--- config.mk ---
export PLATFORM = sky130hd
export DESIGN_NAME = lldd_front
export DESIGN_NICKNAME = d
export VERILOG_FILES = /design/src/sv/lldd_pkg.sv /design/src/sv/lldd_front.sv
export SDC_FILE = /design/constraint.sdc
export NUM_CORES = 1
export LEC_CHECK = 0
export ABC_AREA = 1
export CAP_MARGIN = 25
export CORE_AREA = 3 3 204 206
export CTS_BUF_LIST = sky130_fd_sc_hd__clkbuf_8
export CTS_CLUSTER_SIZE = 20
export DETAILED_ROUTE_END_ITERATION = 8
export DIE_AREA = 0 0 207 209
export DONT_BUFFER_PORTS = 1
export MAX_ROUTING_LAYER = met4
export SLEW_MARGIN = 20
export SYNTH_ARGS = -nofsm -noshare
export SYNTH_HDL_FRONTEND = slang
export SYNTH_SLANG_ARGS = --single-unit
--- constraint.sdc ---
create_clock -name clk -period 40 [get_ports clk]
set_clock_uncertainty 0.2 [all_clocks]
set_input_delay 10 -clock clk [delete_from_list [all_inputs] [get_ports clk]]
set_output_delay 10 -clock clk [all_outputs]
set_load 0.1 [all_outputs]
--- src/sv/lldd_pkg.sv ---
// lldd_pkg: types, constants and codes for the least-loaded backend dispatcher
// no dependencies
package lldd_pkg;

  localparam int NUM_BACKENDS_DEF = 3;
  localparam int QUEUE_DEPTH_DEF  = 128;

  localparam logic [15:0] LISTEN_PORT_RST  = 16'd8080;
  localparam logic [7:0]  THREAD_LIMIT_RST = 8'd5;
  localparam logic [15:0] ETH_IPV4         = 16'h0800;
  localparam logic [7:0]  PROTO_UDP        = 8'd17;
  localparam logic [10:0] LEN_BACKEND      = 11'd1;
  localparam logic [10:0] LEN_JOB          = 11'd8;

  typedef enum logic [1:0] {
    V_PASS  = 2'd0,
    V_DROP  = 2'd1,
    V_TX    = 2'd2,
    V_ABORT = 2'd3
  } verdict_t;

  typedef enum logic [0:0] {
    REG_LISTEN_PORT  = 1'b0,
    REG_THREAD_LIMIT = 1'b1
  } reg_idx_t;

  typedef enum logic [1:0] {
    K_ABORT   = 2'd0,
    K_PASS    = 2'd1,
    K_BACKEND = 2'd2,
    K_JOB     = 2'd3
  } kind_t;

  typedef enum logic [1:0] {
    ST_IDLE = 2'd0,
    ST_EXEC = 2'd1,
    ST_OUT  = 2'd2
  } state_t;

  typedef struct packed {
    kind_t       kind;
    logic [31:0] src_ip;
    logic [31:0] dst_ip;
    logic [47:0] src_mac;
    logic [47:0] dst_mac;
    logic [63:0] job;
  } cmd_t;

  typedef struct packed {
    logic [1:0]  verdict;
    logic [1:0]  backend_index;
    logic [31:0] out_src_ip;
    logic [31:0] out_dst_ip;
    logic [47:0] out_src_mac;
    logic [47:0] out_dst_mac;
    logic [63:0] out_payload_word;
    logic        queue_overflow;
  } res_t;

endpackage

--- src/sv/lldd_front.sv ---
// lldd_front: accepts headers, classifies them, fills a two-entry command queue
// depends on lldd_pkg
module lldd_front import lldd_pkg::*; (
  input  logic        clk,
  input  logic        rst_n,
  input  logic        in_valid,
  output logic        in_ready,
  input  logic        headers_truncated,
  input  logic [15:0] ethertype,
  input  logic [7:0]  ip_protocol,
  input  logic [15:0] dest_port,
  input  logic [10:0] payload_length,
  input  logic [31:0] src_ip,
  input  logic [31:0] dst_ip,
  input  logic [47:0] src_mac,
  input  logic [47:0] dst_mac,
  input  logic [63:0] payload_word,
  input  logic [15:0] listen_port,
  output logic        cmd_valid,
  input  logic        cmd_ready,
  output cmd_t        cmd
);
  cmd_t q_r [2];
  logic rd_r, wr_r;
  logic [1:0] cnt_r;
  cmd_t c;
  logic push, pop;

  always_comb begin
    c.src_ip  = src_ip;
    c.dst_ip  = dst_ip;
    c.src_mac = src_mac;
    c.dst_mac = dst_mac;
    c.job     = payload_word;
    priority if (headers_truncated) c.kind = K_ABORT;
    else if (ethertype != ETH_IPV4 || ip_protocol != PROTO_UDP || dest_port != listen_port)
      c.kind = K_PASS;
    else if (payload_length == LEN_BACKEND) c.kind = K_BACKEND;
    else if (payload_length == LEN_JOB) c.kind = K_JOB;
    else c.kind = K_PASS;
  end

  assign in_ready  = (cnt_r != 2'd2);
  assign cmd_valid = (cnt_r != 2'd0);
  assign cmd       = q_r[rd_r];
  assign push      = in_valid && in_ready;
  assign pop       = cmd_valid && cmd_ready;

  always_ff @(posedge clk) begin
    if (push) q_r[wr_r] <= c;
    if (!rst_n) begin
      rd_r <= 1'b0; wr_r <= 1'b0; cnt_r <= 2'd0;
    end else begin
      if (push) wr_r <= ~wr_r;
      if (pop) rd_r <= ~rd_r;
      cnt_r <= cnt_r + {1'b0, push} - {1'b0, pop};
    end
  end
endmodule

==> results.sh <==
export IMPL_clkLatencyLatePin_ns=0.61
export IMPL_gp_congestion=0.855
export IMPL_synth_edf_count=452
export IMPL_rsz0062_at_grt="false"
export IMPL_drc=0
export IMPL_gr_usage_met2_pct=29.1
export IMPL_worstPathMaxFanout=37
export IMPL_finalSetupViolations=0
export IMPL_wire_per_inst_um=24.6
export IMPL_crit_required_ns=29.80
export IMPL_multi_input_area_um2=3720
export IMPL_htree_num_levels=3
export IMPL_num_io_pins=524
export IMPL_status="complete, no violations"
export IMPL_cts_buffer_depth=3
export IMPL_dr_total_vias=7794
export IMPL_first_iter_violations=372
export IMPL_pwr_share_comb_pct=43.1
export IMPL_finalHoldViolations=0
export IMPL_dpl_hpwl_mm=26.6
export IMPL_clk_pin_slew_ns=0.06
export IMPL_cp_cell_sequence="buf_12 > buf_4 > buf_16 > mux2_4"
export IMPL_dr_pass1_iters=4
export IMPL_antenna_found_initial=3
export IMPL_pre_cts_slack_ns=26.42
export IMPL_post_drt_via_cell_ratio=5.08
export IMPL_grt_ovfl_total=0
export IMPL_grt_pass1_wl_mm=53.8
export IMPL_yosysTopAreaCell="edfxtp_1"
export IMPL_yosysMostFrequentCell="edfxtp_1"
export IMPL_nets=1255
export IMPL_internal_power_mw=0.931
export IMPL_post_cts_buffers=0
export IMPL_switching_share_pct=47.0
export IMPL_fmax_ghz=0.0760
export IMPL_cts_root_buffer="clkbuf_8"
export IMPL_setup_worst_path_start_class="flop"
export IMPL_grt_pass1_vias=8297
export IMPL_use_met1_pct=16.5
export IMPL_cts_tree="done"
export IMPL_ys_seq_elements=457
export IMPL_finalCritPeriodShare_pct=32.9
export IMPL_rows=73
export IMPL_async_reset_ff_share_pct=0
export IMPL_synthTopCellsByArea="edfxtp_1 76%, mux2_4 12%, mux2_2 5.5%"
export IMPL_avgSynthCellArea_um2=19.9
export IMPL_finalPower_mw=1.76
export IMPL_power_net_switching_mw=0.827
export IMPL_wl_mm=37.6
export IMPL_met3_usage_pct=9.77
export IMPL_critPathKind="reg2out"
export IMPL_yosysTopAreaCellShare_pct=76.5
export IMPL_postLayoutCellArea_um2=19700
export IMPL_yosysSeqAreaShare_pct=77.0
export IMPL_ff_latch_area_um2=13700
export IMPL_maxSlewViolCount=0
export IMPL_initial_core_util_pct=44.6
export IMPL_fin_tns_setup_ns=0
export IMPL_cpLargestDelayFamily="buffers and inverters"
export IMPL_p_seq_share_pct=35.9
export IMPL_power_density_nw_per_um2=89.1
export IMPL_grtUsageTotal_pct=17.4
export IMPL_netlist_instances=892
export IMPL_maxCapViolations=0
export IMPL_syn_nets=1190
export IMPL_max_stage_delay_ns=0.71
export IMPL_clkPwrFrac_pct=21.0
export IMPL_synth_warnings=0
export IMPL_timing_hold_ws_ns=0.245
export IMPL_die_area_um2=43300
export IMPL_die_x_um=207
export IMPL_cts_resized=0
export IMPL_placed_area_um2=18300
export IMPL_cp_arrival_ns=2.96
export IMPL_fillCellCount=3283
export IMPL_hp_class="reg2reg"
export IMPL_synth_main_ff_cell="edfxtp_1"
export IMPL_worst_slack_ns=26.84
export IMPL_dieHeight_um=209
export IMPL_synth_area_um2=17700
export IMPL_cts_sinks=457
export IMPL_tightest_slew_ns=1.00
export IMPL_synthTopCellsByCount="452 x edfxtp_1, 140 x mux2_4, 86 x mux2_2"
export IMPL_cts_buffers=75
export IMPL_period_needed_ns=13.16
export IMPL_core_um2=39800
export IMPL_synth_distinct_cells=19
export IMPL_grt_max_degree=94
export IMPL_path_buf_inv=3
export IMPL_cp_slowest_cell="dfxtp_4"
export IMPL_area_growth_pct=11.2
export IMPL_drive_gt1_share_pct=33.1
export IMPL_end_kind="output pin"
export IMPL_maxSlewHeadroom_pct=33.2
export IMPL_vdd_drop_max_mv=0.0481
export IMPL_grt_busiest_layer="met2"
export IMPL_power_leakage_nw=6.93
export IMPL_holdBufCountCts=0
export IMPL_portBuffers=0
export IMPL_drtAntennaViolNets=0
==> cells in the final DEF (no fill, tap or decap), drive strengths merged, types with 4 or more instances in the layout <==
| cell | count |
|---|---|
| edfxtp | 452 |
| mux2 | 226 |
| clkbuf | 76 |
| nand2 | 63 |
| inv | 58 |
| nor2 | 51 |
| clkinv | 22 |
| buf | 13 |
| nand3 | 5 |
| a21oi | 5 |
| dfxtp | 5 |
| diode | 4 |
| nor3 | 4 |
| nand4 | 4 |
| bufinv | 4 |
==> logic make-up (layout without fill, tap and decap cells) <==
logic type / after synthesis / in the layout / share of synthesized area, %
flops: 457 / 457 / 77.0
mux: 226 / 226 / 17.3
simple gates: 133 / 133 / 3.04
buf+inv: 63 / 175 / 2.11
compound gates: 8 / 8 / 0.226
xor+xnor: 3 / 3 / 0.148
fa+ha+maj: 2 / 2 / 0.141
other cells: 0 / 4 / 0
==> registers in the layout (all words and copies together) (netlist names), named ones only <==
name,cells
wr_r,1
cnt_r,2
rd_r,1
q_r,452
==> worst reg2reg max path, cell delays in order (launching register included) <==
cell,delay (ns)
dfxtp_1,0.34
inv_1,0.06
nand2_1,0.70
nand2_1,0.43
nor2_4,0.42
buf_4,0.79
buf_4,0.89
==> layer usage <==
metal	share of wire, %	vias to the layer above
met1	32	3764
met3	13	78
met4	3.2	0
met5	0	-
met2	52	432
li1	-	3520
==> path summary, 6_finish.rpt <==
| check | startpoint | endpoint | slack, ns | cells past startpoint |
|---|---|---|---|---|
| max reg2reg | cnt_r[0] | q_r[1][105] | 35.70 | 6 |
| min | rd_r | flop | 0.24 | 1 |
| max | flop | cmd[152] | 26.84 | 4 |
| min reg2reg | rd_r | flop | 0.24 | 1 |
==> final cells by class <==
class	count	share of cell area [%]
Clock inverter	48	1.54
Timing Repair Buffer	13	0.951
Antenna cell	4	0.0507
Tap cell	525	3.33
Sequential cell	457	69.3
Clock buffer	76	5.30
Inverter	38	0.723
Multi-Input combinational cell	372	18.8
==> per-stage QoR <==
stage	instances	util, %
after floorplan	892	-
after global placement	1400	45.9
after detailed placement	1402	46.0
after CTS	1526	49.4
after global routing	1533	49.6
final	1533	49.6
==> power groups by stage <==
| stage | Clock, mW | Sequential, mW | Combinational (mW) |
|---|---|---|---|
| finish | 0.369 | 0.630 | 0.758 |
| CTS | 0.384 | 0.632 | 0.763 |
| global placement | 0 | 0.644 | 0.756 |
| global route | 0.406 | 0.637 | 0.775 |
| detailed placement | 0 | 0.641 | 0.762 |
| floorplan | 0 | 0.659 | 0.714 |
Note: power is estimated with default switching activity, not from simulation.
